File: config.mk
export PLATFORM = sky130hd
export DESIGN_NAME = h264_coefficient_quantizer_flat
export DESIGN_NICKNAME = d
export VERILOG_FILES = /design/src/sv/hcq_pkg.sv /design/src/sv/hcq_stream_if.sv /design/src/sv/h264_coefficient_quantizer.sv /design/src/sv/hcq_apb_regs.sv /design/src/sv/hcq_level.sv /design/src/sv/hcq_framer.sv /design/src/flat_wrapper.sv
export SDC_FILE = /design/constraint.sdc
export NUM_CORES = 1
export LEC_CHECK = 0
export ABC_AREA = 0
export BUFFER_PORTS_ARGS = -buffer_cell sky130_fd_sc_hd__buf_2
export CELL_PAD_IN_SITES_DETAIL_PLACEMENT = 1
export CELL_PAD_IN_SITES_GLOBAL_PLACEMENT = 1
export CORE_MARGIN = 2
export CORE_UTILIZATION = 53
export CTS_BUF_LIST = sky130_fd_sc_hd__clkbuf_4 sky130_fd_sc_hd__clkbuf_8
export CTS_CLUSTER_DIAMETER = 30
export DETAILED_ROUTE_END_ITERATION = 10
export PLACE_DENSITY_LB_ADDON = 0.3
export SLEW_MARGIN = 20
export SYNTH_ARGS = -nofsm -noshare
export SYNTH_HDL_FRONTEND = slang
export SYNTH_HIERARCHICAL = 1
export SYNTH_SLANG_ARGS = --single-unit
File: constraint.sdc
create_clock -name clk_i -period 4 [get_ports clk_i]
set_input_delay 0.2 -clock clk_i [delete_from_list [all_inputs] [get_ports clk_i]]
set_output_delay 0.2 -clock clk_i [all_outputs]
set_load 0.05 [all_outputs]
File: src/sv/hcq_pkg.sv
// Shared types, constants and register codes for the H.264 coefficient quantizer.
package hcq_pkg;

  // Longest coefficient group the framing counter has to cover.
  localparam int MAX_GROUP_SIZE = 64;

  // Natural group lengths of the framing modes.
  localparam int SUB_SIZE  = 16;
  localparam int FULL_SIZE = 64;

  // Width at which a group position is split into 4x4 sub-block index and offset.
  localparam int POS_W = 6;

  // APB register file: one 32-bit register, word addressed.
  localparam int APB_DATA_W = 32;
  localparam int APB_ADDR_W = 3;
  localparam int REG_IDX_W  = APB_ADDR_W - 2;
  localparam logic [REG_IDX_W-1:0] REG_BLOCK_MODE = 1'b0;

  // Framing mode codes held in the block_mode register.
  localparam logic [1:0] MODE_4X4  = 2'd0;
  localparam logic [1:0] MODE_QUAD = 2'd1;
  localparam logic [1:0] MODE_8X8  = 2'd2;

  typedef struct packed {
    logic signed [15:0] coef_in;
    logic        [15:0] multiplier;
    logic        [15:0] rounding_bias;
  } coef_item_t;

  typedef struct packed {
    logic signed [15:0] level_out;
    logic               group_done;
    logic        [3:0]  nonzero_mask;
  } level_item_t;

  typedef struct packed {
    logic       group_done;
    logic [3:0] nonzero_mask;
  } frame_status_t;

endpackage

File: src/sv/hcq_stream_if.sv
// Valid/ready stream interface carrying one payload per transaction.
interface hcq_stream_if #(
  parameter type payload_t = logic
);
  logic     valid;
  logic     ready;
  payload_t payload;

  modport source (output valid, output payload, input ready);
  modport sink   (input valid, input payload, output ready);
endinterface

File: src/sv/h264_coefficient_quantizer.sv
// Top level of the H.264 deadzone coefficient quantizer with group framing.
//
//   Port group   Role     Payload / purpose
//   coef_i       sink     coef_in, multiplier, rounding_bias (one coefficient)
//   level_o      source   level_out, group_done, nonzero_mask (one result)
//   APB (p*)     slave    block_mode register at byte address 0
//
// Each coefficient passes through the input register and then the result
// register before its result is presented on level_o. A new coefficient can
// be taken in every cycle while level_o is not stalled. The path between the
// two registers is one 17x16 multiply with the magnitude/bias add before it
// and the sign restore after it. Reset clears the framing counter, the
// nonzero mask and block_mode.
// When level_o is stalled the result register holds and the input register
// fills; coef_i.ready drops only when both are occupied.
module h264_coefficient_quantizer #(
  parameter int MaxGroupSize = hcq_pkg::MAX_GROUP_SIZE
) (
  input  logic                           clk_i,
  input  logic                           rst_ni,
  input  logic                           psel,
  input  logic                           penable,
  input  logic                           pwrite,
  input  logic [hcq_pkg::APB_ADDR_W-1:0] paddr,
  input  logic [hcq_pkg::APB_DATA_W-1:0] pwdata,
  output logic [hcq_pkg::APB_DATA_W-1:0] prdata,
  output logic                           pready,
  hcq_stream_if.sink                     coef_i,
  hcq_stream_if.source                   level_o
);

  logic [1:0]                block_mode;

  // Input register stage.
  logic                      s1_valid_q;
  logic                      s1_valid_d;
  hcq_pkg::coef_item_t       s1_data_q;
  hcq_pkg::coef_item_t       s1_data_d;

  // Result register stage.
  logic                      out_valid_q;
  logic                      out_valid_d;
  hcq_pkg::level_item_t      out_data_q;
  hcq_pkg::level_item_t      out_data_d;

  logic                      out_free;
  logic                      s1_adv;
  logic                      in_take;
  logic signed [15:0]        level;
  logic                      level_nonzero;
  hcq_pkg::frame_status_t    frame_status;

  hcq_apb_regs u_regs (
    .clk_i        (clk_i),
    .rst_ni       (rst_ni),
    .psel         (psel),
    .penable      (penable),
    .pwrite       (pwrite),
    .paddr        (paddr),
    .pwdata       (pwdata),
    .prdata       (prdata),
    .pready       (pready),
    .block_mode_o (block_mode)
  );

  // The result register can take a new result when it is empty or is being
  // drained in this cycle; the input register moves forward in that case.
  assign out_free = !out_valid_q || level_o.ready;
  assign s1_adv   = s1_valid_q && out_free;
  assign coef_i.ready = !s1_valid_q || s1_adv;
  assign in_take  = coef_i.valid && coef_i.ready;

  hcq_level u_level (
    .coef_i          (s1_data_q.coef_in),
    .multiplier_i    (s1_data_q.multiplier),
    .rounding_bias_i (s1_data_q.rounding_bias),
    .level_o         (level),
    .nonzero_o       (level_nonzero)
  );

  // The framer advances exactly once per coefficient, as it enters the
  // result register, so its state follows transaction order.
  hcq_framer #(
    .MaxGroupSize (MaxGroupSize)
  ) u_framer (
    .clk_i        (clk_i),
    .rst_ni       (rst_ni),
    .step_i       (s1_adv),
    .block_mode_i (block_mode),
    .nonzero_i    (level_nonzero),
    .status_o     (frame_status)
  );

  always_comb begin
    s1_valid_d = s1_valid_q;
    s1_data_d  = s1_data_q;
    if (in_take) begin
      s1_valid_d = 1'b1;
      s1_data_d  = coef_i.payload;
    end else if (s1_adv) begin
      s1_valid_d = 1'b0;
    end
  end

  always_comb begin
    out_valid_d = out_valid_q;
    out_data_d  = out_data_q;
    if (s1_adv) begin
      out_valid_d             = 1'b1;
      out_data_d.level_out    = level;
      out_data_d.group_done   = frame_status.group_done;
      out_data_d.nonzero_mask = frame_status.nonzero_mask;
    end else if (level_o.ready) begin
      out_valid_d = 1'b0;
    end
  end

  always_ff @(posedge clk_i or negedge rst_ni) begin
    if (!rst_ni) begin
      s1_valid_q  <= 1'b0;
      out_valid_q <= 1'b0;
    end else begin
      s1_valid_q  <= s1_valid_d;
      out_valid_q <= out_valid_d;
    end
  end

  always_ff @(posedge clk_i) begin
    s1_data_q  <= s1_data_d;
    out_data_q <= out_data_d;
  end

  assign level_o.valid   = out_valid_q;
  assign level_o.payload = out_data_q;

  a_stall_keeps_s1: assert property (@(posedge clk_i) disable iff (!rst_ni)
    s1_valid_q && !out_free |=> s1_valid_q && (s1_data_q == $past(s1_data_q)))
    else $error("input register lost a coefficient while the result side stalled");

  a_mask_only_when_done: assert property (@(posedge clk_i) disable iff (!rst_ni)
    out_valid_q && !out_data_q.group_done |-> out_data_q.nonzero_mask == 4'b0000)
    else $error("nonzero mask reported outside the end of a group");

  a_take_fills_s1: assert property (@(posedge clk_i) disable iff (!rst_ni)
    in_take |=> s1_valid_q)
    else $error("accepted coefficient did not reach the input register");

endmodule

File: src/sv/hcq_apb_regs.sv
// APB configuration register file holding the block_mode register.
module hcq_apb_regs (
  input  logic                               clk_i,
  input  logic                               rst_ni,
  input  logic                               psel,
  input  logic                               penable,
  input  logic                               pwrite,
  input  logic [hcq_pkg::APB_ADDR_W-1:0]     paddr,
  input  logic [hcq_pkg::APB_DATA_W-1:0]     pwdata,
  output logic [hcq_pkg::APB_DATA_W-1:0]     prdata,
  output logic                               pready,
  output logic [1:0]                         block_mode_o
);

  logic [1:0]                        mode_q;
  logic [1:0]                        mode_d;
  logic [hcq_pkg::REG_IDX_W-1:0]     reg_idx;
  logic                              wr_en;

  assign reg_idx = paddr[hcq_pkg::APB_ADDR_W-1:2];
  assign pready  = 1'b1;
  assign wr_en   = psel && penable && pwrite && (reg_idx == hcq_pkg::REG_BLOCK_MODE);
  assign mode_d  = wr_en ? pwdata[1:0] : mode_q;

  always_ff @(posedge clk_i or negedge rst_ni) begin
    if (!rst_ni) begin
      mode_q <= hcq_pkg::MODE_4X4;
    end else begin
      mode_q <= mode_d;
    end
  end

  always_comb begin
    if (reg_idx == hcq_pkg::REG_BLOCK_MODE) begin
      prdata = {{(hcq_pkg::APB_DATA_W-2){1'b0}}, mode_q};
    end else begin
      prdata = '0;
    end
  end

  assign block_mode_o = mode_q;

endmodule

File: src/sv/hcq_level.sv
// Deadzone quantization of one coefficient: magnitude, bias, multiply, sign restore.
module hcq_level (
  input  logic signed [15:0] coef_i,
  input  logic        [15:0] multiplier_i,
  input  logic        [15:0] rounding_bias_i,
  output logic signed [15:0] level_o,
  output logic               nonzero_o
);

  logic        negative;
  logic        nonpositive;
  logic [16:0] mag;
  logic [16:0] biased;
  logic [32:0] prod;
  logic [15:0] level;

  assign negative    = coef_i[15];
  assign nonpositive = negative || (coef_i == 16'sd0);

  // The magnitude of the most negative input needs the seventeenth bit.
  assign mag    = negative ? 17'(17'h10000 - {1'b0, coef_i}) : {1'b0, coef_i};
  assign biased = mag + {1'b0, rounding_bias_i};
  assign prod   = {16'b0, biased} * {17'b0, multiplier_i};
  assign level  = prod[31:16];

  assign nonzero_o = (level != 16'd0);
  assign level_o   = nonpositive ? $signed(16'(16'd0 - level)) : $signed(level);

endmodule

File: src/sv/hcq_framer.sv
// Group framing: position counter and per-sub-block nonzero mask accumulation.
module hcq_framer #(
  parameter int MaxGroupSize = hcq_pkg::MAX_GROUP_SIZE
) (
  input  logic                   clk_i,
  input  logic                   rst_ni,
  input  logic                   step_i,
  input  logic [1:0]             block_mode_i,
  input  logic                   nonzero_i,
  output hcq_pkg::frame_status_t status_o
);

  localparam int CntW  = $clog2(MaxGroupSize);
  localparam int Len16 = (hcq_pkg::SUB_SIZE < MaxGroupSize) ? hcq_pkg::SUB_SIZE : MaxGroupSize;
  localparam int Len64 = (hcq_pkg::FULL_SIZE < MaxGroupSize) ? hcq_pkg::FULL_SIZE
                                                               : MaxGroupSize;

  logic [CntW-1:0]          count_q;
  logic [CntW-1:0]          count_d;
  logic [3:0]               mask_q;
  logic [3:0]               mask_d;
  logic [CntW:0]            group_len;
  logic [hcq_pkg::POS_W-1:0] pos_ext;
  logic [3:0]               pos_bit;
  logic [3:0]               mask_next;
  logic                     done;

  always_comb begin
    case (block_mode_i)
      hcq_pkg::MODE_QUAD: group_len = (CntW+1)'(Len64);
      hcq_pkg::MODE_8X8:  group_len = (CntW+1)'(Len64);
      default:            group_len = (CntW+1)'(Len16);
    endcase
  end

  assign pos_ext = hcq_pkg::POS_W'(count_q);
  assign pos_bit = (block_mode_i == hcq_pkg::MODE_QUAD) ? (4'b0001 << pos_ext[5:4]) : 4'b0001;
  assign mask_next = mask_q | (nonzero_i ? pos_bit : 4'b0000);

  // A lowered group length after a mode change ends the group at once.
  assign done = (({1'b0, count_q} + (CntW+1)'(1)) >= group_len);

  always_comb begin
    count_d = count_q;
    mask_d  = mask_q;
    if (step_i) begin
      if (done) begin
        count_d = '0;
        mask_d  = '0;
      end else begin
        count_d = count_q + CntW'(1);
        mask_d  = mask_next;
      end
    end
  end

  always_ff @(posedge clk_i or negedge rst_ni) begin
    if (!rst_ni) begin
      count_q <= '0;
      mask_q  <= '0;
    end else begin
      count_q <= count_d;
      mask_q  <= mask_d;
    end
  end

  assign status_o.group_done   = done;
  assign status_o.nonzero_mask = done ? mask_next : 4'b0000;

  a_done_clears: assert property (@(posedge clk_i) disable iff (!rst_ni)
    step_i && done |=> (count_q == '0) && (mask_q == 4'b0000))
    else $error("framer state not cleared after end of group");

  a_count_advances: assert property (@(posedge clk_i) disable iff (!rst_ni)
    step_i && !done |=> count_q == CntW'($past(count_q) + CntW'(1)))
    else $error("framer position did not advance by one");

  a_mask_keeps_bits: assert property (@(posedge clk_i) disable iff (!rst_ni)
    step_i && !done |=> ((mask_q & $past(mask_q)) == $past(mask_q)))
    else $error("framer mask lost a bit within a group");

endmodule
File: src/flat_wrapper.sv
// flat-port wrapper written by rule: the top's interface ports become plain ports
module h264_coefficient_quantizer_flat 
#(
  parameter int MaxGroupSize = hcq_pkg::MAX_GROUP_SIZE
)
  (clk_i, rst_ni, psel, penable, pwrite, paddr, pwdata, prdata, pready, coef_i_valid, coef_i_payload, coef_i_ready, level_o_valid, level_o_payload, level_o_ready);
  hcq_stream_if coef_i_i ();
  hcq_stream_if level_o_i ();
  input  logic clk_i;
  input  logic rst_ni;
  input  logic psel;
  input  logic penable;
  input  logic pwrite;
  input  logic [hcq_pkg::APB_ADDR_W-1:0] paddr;
  input  logic [hcq_pkg::APB_DATA_W-1:0] pwdata;
  output logic [hcq_pkg::APB_DATA_W-1:0] prdata;
  output logic pready;
  input wire logic [$bits(coef_i_i.valid)-1:0] coef_i_valid;
  input wire logic [$bits(coef_i_i.payload)-1:0] coef_i_payload;
  output wire logic [$bits(coef_i_i.ready)-1:0] coef_i_ready;
  output wire logic [$bits(level_o_i.valid)-1:0] level_o_valid;
  output wire logic [$bits(level_o_i.payload)-1:0] level_o_payload;
  input wire logic [$bits(level_o_i.ready)-1:0] level_o_ready;
  assign coef_i_i.valid = coef_i_valid;
  assign coef_i_i.payload = coef_i_payload;
  assign coef_i_ready = coef_i_i.ready;
  assign level_o_valid = level_o_i.valid;
  assign level_o_payload = level_o_i.payload;
  assign level_o_i.ready = level_o_ready;
  h264_coefficient_quantizer #(.MaxGroupSize(MaxGroupSize)) u_core (.clk_i(clk_i), .rst_ni(rst_ni), .psel(psel), .penable(penable), .pwrite(pwrite), .paddr(paddr), .pwdata(pwdata), .prdata(prdata), .pready(pready), .coef_i(coef_i_i), .level_o(level_o_i));
endmodule
==> results.yml, run 1 <==
outcome:
  status: "completed"
worst_setup_path:
  crit_chain: "ha_1 -> nand3_1 -> xor2_1 -> ha_1 -> o2111ai_1 -> a41oi_2 -> nor2_1 -> mux2_2"
  cp_data_arrival_time_ps: 2420
  path_max_fanout: 8
  crit_family: "compound AO/OA/AOI/OAI gates"
  critPathKind: "register to register"
  setup.worst_path.start_class: "register"
  slowest_delay_ps: 450
  crit_required_ps: 4130
  crit_buf_inv: 0
  slowest_stage: "a41oi_2"
  cp_common_cell: "ha_1"
  setup.worst_path.end_class: "register"
run:
  cap_viol_max_count: 0
cts:
  htree_levels: 1
  cts_buffers: 3
  clock-sinks: 13
  cts_tree: "built"
  cts_resized: 0
  clock_latency_ps: 240
  cts_root_buf: "clkbuf_8"
  clk_path_buf_depth: 2
  path_clk_slew_ps: 60
routing:
  vias: 8424
  first_pass_iters: 4
  drt_iter0_drc: 223
  routed_wl_mm: 27.9
  via_per_inst: 5.03
  drc_errors: 0
  avgRoutedWirePerCell_um: 16.7
  postRouteAntennaNets: 0
final_layout:
  final_cell_mix: "inv_1, conb_1, fa_1, nand2_1, ha_1"
  nFillCells: 2526
  mostFrequentLayoutCell: "inv_1"
  fin_nets: 1779
  syn_to_final_growth_pct: 7.81
  seq_area_sq_um: 335
  drive_gt1_share_pct: 4.06
  antenna_cells: 0
  multi_input_area_sq_um: 9920
placed_design:
  hpwl_mm: 23.4
  portBuffers: 15
  gp_congestion: 0.834
  pre_cts_slack_ps: 1720
timing:
  setup_violations: 0
  slew_headroom_pct: 60.0
  worst_slack_ps: 1710
  skew_ps: 2.18
  slew_viol_final: 0
  tns_ps: 0
  rsz0062_at_grt: "no"
  post-route-period-util_pct: 57.3
  period_needed_ps: 2290
  max_freq_mhz: 436
  hold_viol: 0
  worst_pin_slew_ps: 600
die:
  die_h_um: 147
  start_util_pct: 53.8
  ios: 79
  core_sq_um: 20100
  die_area_sq_um: 21600
  fp.dieW_um: 147
  rows: 52
logic_synthesis:
  synth_area_sq_um: 10800
  yosysWarnings: 6
  synth.avg_cell_area_sq_um: 8.64
  syn-instance-count: 1252
grt:
  grt_pass1_vias: 9770
  grt_usage_pct: 27.5
  grt_pass1_wl_mm: 47.5
  grt_max_degree: 18
  antenna_found_initial: 0
  grt_overflow_total: 0
min_path:
  min_path_type: "input port to register"
[per-layer routing]
metal	global-route usage [%]	wire length (um)
met5	0	0
met4	5.73	671
met3	1.37	973
met2	53.3	15100
met1	33.9	11200
[state kept, by name (all words and copies together) (netlist names)]
signal / cells
u_core/u_framer/mask_q: 1
u_core/s1_data_q: 1
u_core/level_o.valid: 1
u_core/u_regs/block_mode_o: 2
u_core/u_framer/count_q: 6
u_core/level_o.payload: 1
u_core/s1_valid_q: 1
[layout make-up]
class / instances / area share, %
multi-input cells: 1123 / 85.1
inverters: 249 / 8.01
well taps: 270 / 2.90
flip-flops and latches: 13 / 2.88
repair buffers: 16 / 0.730
clock buffers: 4 / 0.418
[path summary, 6_finish.rpt]
kind	slack, ps	start	cells past startpoint	endpoint
max in group asynchronous	3410	rst_ni	2	u_core/u_framer/count_q[3]$_DFFE_PN0P_
setup / recovery	1710	u_core/u_framer/count_q[0]$_DFFE_PN0P_	8	u_core/u_framer/count_q[4]$_DFFE_PN0P_
hold / removal	130	coef_i_payload	1	u_core/s1_data_q[0]$_DFFE_PP_
min in group asynchronous	380	rst_ni	2	u_core/u_regs/block_mode_o[0]$_DFFE_PN0P_
setup reg to reg	1710	u_core/u_framer/count_q[0]$_DFFE_PN0P_	8	u_core/u_framer/count_q[4]$_DFFE_PN0P_
hold reg to reg	550	u_core/u_regs/block_mode_o[0]$_DFFE_PN0P_	1	u_core/u_regs/block_mode_o[0]$_DFFE_PN0P_
[repair_timing]
| action | in CTS | in global routing |
|---|---|---|
| hold endpoints to repair | 11 | 0 |
| setup endpoints to repair | 0 | 0 |
| setup buffers | 0 | 0 |
| hold buffers | 1 | 0 |
[through the flow]
step	hold slack, ps	instance area [sq um]	instances	utilization [%]
global placement	85.9	11600	1670	57.7
global route	118	11700	1675	58.0
floorplan	-95.6	11600	1460	-
finish	131	11700	1675	58.0
detailed placement	93.3	11600	1670	57.7
CTS	132	11700	1675	58.0
Power of run 1 is not shown: default switching activity piles up to over one toggle a cycle in this logic, so the estimate is an artifact.
==> run 2: changes to the inputs <==
Settings changed: CORE_UTILIZATION 53 to 45.
Clock period 4 ns to 2.04 ns, I/O delays scaled along.
==> results.yml, run 2 (synthesis gave the netlist of run 1 again) <==
outcome:
  status: "finished with violations"
  failed_checks: "setup timing"
routing:
  drt_iter0_drc: 268
  first_pass_iters: 4
  avgRoutedWirePerCell_um: 15.6
  postRouteAntennaNets: 0
  wl_met2_mm: 14.1
  top_layer: "met4"
  met1_length_mm: 11.7
  drc_errors: 0
  routed_wl_mm: 27.1
  wl_met3_um: 677
  vias: 8309
  via_per_inst: 4.79
die:
  die_h_um: 159
  rows: 56
  die_area_sq_um: 25300
  core_sq_um: 23500
  start_util_pct: 46.0
  ios: 79
  fp.dieW_um: 159
cts:
  htree_levels: 1
  clk_path_buf_depth: 2
  cts_tree: "built"
  path_clk_slew_ps: 60
  clock-sinks: 13
  cts_buffers: 3
  cts_root_buf: "clkbuf_8"
  clock_latency_ps: 250
final_layout:
  drive_gt1_share_pct: 5.36
  top_register: "u_core/u_framer/count_q"
  syn_to_final_growth_pct: 9.69
  antenna_cells: 0
  final_util_pct: 50.4
  largest_reg_flops: 6
  fin_nets: 1791
  final_cell_mix: "inv_1, conb_1, fa_1, nand2_1, ha_1"
  layout.cells.non_filler: 1736
  mostFrequentLayoutCell: "inv_1"
worst_setup_path:
  path_max_fanout: 5
  regToRegSetupSlack_ps: -5
  reg2reg_depth: 9
  critPathKind: "register to register"
  critPathLaunch: "u_core/u_framer/count_q[0]$_DFFE_PN0P_"
  timing.rr.end: "u_core/u_framer/count_q[2]$_DFFE_PN0P_"
  worstSetupEndpoint: "u_core/u_framer/count_q[2]$_DFFE_PN0P_"
  crit_required_ps: 2180
  rr_startpoint: "u_core/u_framer/count_q[0]$_DFFE_PN0P_"
  crit_chain: "ha_4 -> nand3_4 -> xor2_2 -> ha_1 -> o2111ai_2 -> a41oi_2 -> buf_4 -> o21ai_1 -> a21o_1"
  setup.worst_path.end_class: "register"
  slowest_stage: "dfrtp_1"
  setup.worst_path.start_class: "register"
  cp_data_arrival_time_ps: 2180
  slowest_delay_ps: 400
placed_design:
  pre_cts_slack_ps: -105
  dp_cells: 1726
  hpwl_mm: 22.5
  gp_congestion: 0.822
  portBuffers: 15
timing:
  max_freq_mhz: 489
  skew_ps: 5.34
  slew_viol_final: 0
  slew_headroom_pct: 59.1
  rsz0062_at_grt: "yes"
  worst_pin_slew_ps: 613
  worst_slack_ps: -4.86
  hold_viol: 0
  post-route-period-util_pct: 100
  period_needed_ps: 2040
  setup_violations: 1
grt:
  antenna_found_initial: 0
  grt_max_degree: 18
  grt_pass1_vias: 9430
  grt_overflow_total: 0
  grt_usage_pct: 22.4
  grt_pass1_wl_mm: 46.5
run:
  cap_viol_max_count: 0
min_path:
  min_path_type: "input port to register"
run 2: routing by layer:
layer / global-route usage (%) / vias to the layer above
li1: - / 3953
met1: 29.3 / 4231
met2: 41.2 / 93
met3: 1.12 / 32
met4: 4.88 / 0
met5: 0 / -
run 2: cell type report:
cell class	count	area, sq um
clock buffer	4	48.8
fill	2978	11700
inverter	249	935
multi-input combinational	1123	9970
sequential	13	335
tap	319	399
timing repair buffer	28	175
run 2: timing repair:
action,in CTS,in global routing
endpoints found under the setup margin,3,4
hold buffers,1,0
endpoints found under the hold margin,11,0
gates cloned,0,0
pin swaps,3,5
buffers inserted,3,2
resized for setup,4,7
run 2: worst min path at each step:
stage | from | to | cells past startpoint | slack [ps]
detailed placement | rst_ni | u_core/u_framer/count_q[3]$_DFFE_PN0P_ | 1 | -4
floorplan | rst_ni | u_core/level_o.valid$_DFFE_PN0P_ | 0 | -190
finish | coef_i_payload | u_core/s1_data_q[0]$_DFFE_PP_ | 1 | 30
global route | coef_i_payload | u_core/s1_data_q[0]$_DFFE_PP_ | 1 | 30
CTS | coef_i_payload | u_core/s1_data_q[0]$_DFFE_PP_ | 1 | 30
global placement | rst_ni | u_core/u_framer/count_q[4]$_DFFE_PN0P_ | 1 | -3
run 2: worst max-delay path, delay by kind of cell (launching register included):
family / cells / cell delay (ps)
compound gates: 4 / 630
buf+inv: 1 / 180
simple gates: 1 / 80
xor+xnor: 1 / 170
flops: 1 / 400
fa+ha+maj: 2 / 480
run 2: metrics by stage:
step	hold slack, ps	setup TNS (ps)	cell area [sq um]
floorplan	-194	0	11600
global placement	-3.08	-79.5	11700
detailed placement	-4.17	-179	11700
CTS	27.6	0	11800
global route	26.3	-269	11900
finish	32.0	-4.86	11900
Power of run 2 is left out for the same reason.
==> run 3: changes to the inputs <==
Settings changed: RECOVER_POWER set to 25.
==> results.yml, run 3 (synthesis gave the netlist of run 1 again) <==
outcome:
  status: "finished with violations"
  failed_checks: "setup timing"
worst_setup_path:
  regToRegSetupSlack_ps: -5
  path_max_fanout: 5
  cp_data_arrival_time_ps: 2180
  critPathKind: "register to register"
  reg2reg_depth: 9
  crit_required_ps: 2180
  setup.worst_path.start_class: "register"
  setup.worst_path.end_class: "register"
timing:
  max_freq_mhz: 489
  slew_viol_final: 0
  hold_viol: 0
  slew_headroom_pct: 59.0
  skew_ps: 5.30
  setup_violations: 2
  rsz0062_at_grt: "yes"
  post-route-period-util_pct: 100
  period_needed_ps: 2040
  worst_pin_slew_ps: 615
  worst_slack_ps: -4.96
die:
  fp.dieW_um: 159
  start_util_pct: 46.0
  die_h_um: 159
  die_area_sq_um: 25300
  core_sq_um: 23500
  ios: 79
  rows: 56
run:
  cap_viol_max_count: 0
grt:
  grt_overflow_total: 0
  grt_usage_pct: 22.4
  grt_max_degree: 18
  antenna_found_initial: 0
  grt_pass1_wl_mm: 46.5
  grt_pass1_vias: 9430
cts:
  clock_latency_ps: 250
  cts_tree: "built"
  htree_levels: 1
  cts_buffers: 3
  cts_root_buf: "clkbuf_8"
  clock-sinks: 13
  clk_path_buf_depth: 2
  path_clk_slew_ps: 60
final_layout:
  largest_reg_flops: 6
  fin_nets: 1791
  top_register: "u_core/u_framer/count_q"
  final_util_pct: 50.4
  mostFrequentLayoutCell: "inv_1"
  final_cell_mix: "inv_1, conb_1, fa_1, nand2_1, ha_1"
  antenna_cells: 0
  syn_to_final_growth_pct: 9.68
  drive_gt1_share_pct: 5.29
routing:
  drc_errors: 0
  vias: 8302
  first_pass_iters: 4
  drt_iter0_drc: 268
  postRouteAntennaNets: 0
  avgRoutedWirePerCell_um: 15.6
  via_per_inst: 4.78
  routed_wl_mm: 27.1
placed_design:
  portBuffers: 15
  hpwl_mm: 22.5
  gp_congestion: 0.822
min_path:
  holdPathStages: 1
  min_path_type: "input port to register"
==> run 3: changes by cell type in the layout (fill, tap and decap cells not counted), sizes merged <==
cell / delta
buf: -1
clkbuf: +1
==> run 3: timing repair <==
action	4_1_cts	5_1_grt
hold buffers	1	0
resized for setup	4	7
hold endpoints to repair	11	0
pin swaps	3	5
buffers inserted	3	2
setup endpoints to repair	3	4
==> run 3: worst max-delay path, cell delays in order, from the launching register on <==
cell       delay (ps)
dfrtp_1           400
ha_4              180
nand3_4            80
xor2_2            170
ha_1              300
o2111ai_2         120
a41oi_2           230
buf_4             180
o21ai_1            80
a21o_1            200
==> run 3: routing by layer <==
layer	part of all wire, %	vias up	routed length (um)	global-route usage (%)
met4	2.4	0	657	4.88
met1	43	4224	11700	29.3
met2	52	92	14100	41.2
met3	2.5	32	674	1.12
li1	-	3954	-	-
met5	0	-	0	0
==> run 3: path summary, 6_finish.rpt <==
kind,to,from
max reg2reg,u_core/u_framer/count_q[2]$_DFFE_PN0P_,u_core/u_framer/count_q[0]$_DFFE_PN0P_
max in group asynchronous,u_core/u_regs/block_mode_o[1]$_DFFE_PN0P_,rst_ni
min in group asynchronous,u_core/u_framer/count_q[4]$_DFFE_PN0P_,rst_ni
min,u_core/s1_data_q[0]$_DFFE_PP_,coef_i_payload
min reg2reg,u_core/u_regs/block_mode_o[1]$_DFFE_PN0P_,u_core/u_regs/block_mode_o[1]$_DFFE_PN0P_
max,u_core/u_framer/count_q[2]$_DFFE_PN0P_,u_core/u_framer/count_q[0]$_DFFE_PN0P_
==> run 3: final cells by class <==
type | instances | area, sq um
clock buffer | 4 | 48.8
tap | 319 | 399
sequential | 13 | 335
fill | 2977 | 11700
timing repair buffer | 28 | 174
inverter | 249 | 935
multi-input combinational | 1123 | 9970
==> run 3: metrics by stage <==
stage / instances / hold slack [ps] / worst slack [ps] / setup TNS, ps / cell area, sq um
after floorplan: 1460 / -194 / 157 / 0 / 11600
after global placement: 1726 / -3.08 / -79.5 / -79.5 / 11700
after detailed placement: 1726 / -4.17 / -105 / -179 / 11700
after CTS: 1734 / 27.6 / 12.5 / 0 / 11800
after global routing: 1736 / 26.3 / -95.6 / -269 / 11900
final: 1736 / 31.7 / -4.96 / -4.99 / 11900
Power of run 3 is left out for the same reason.
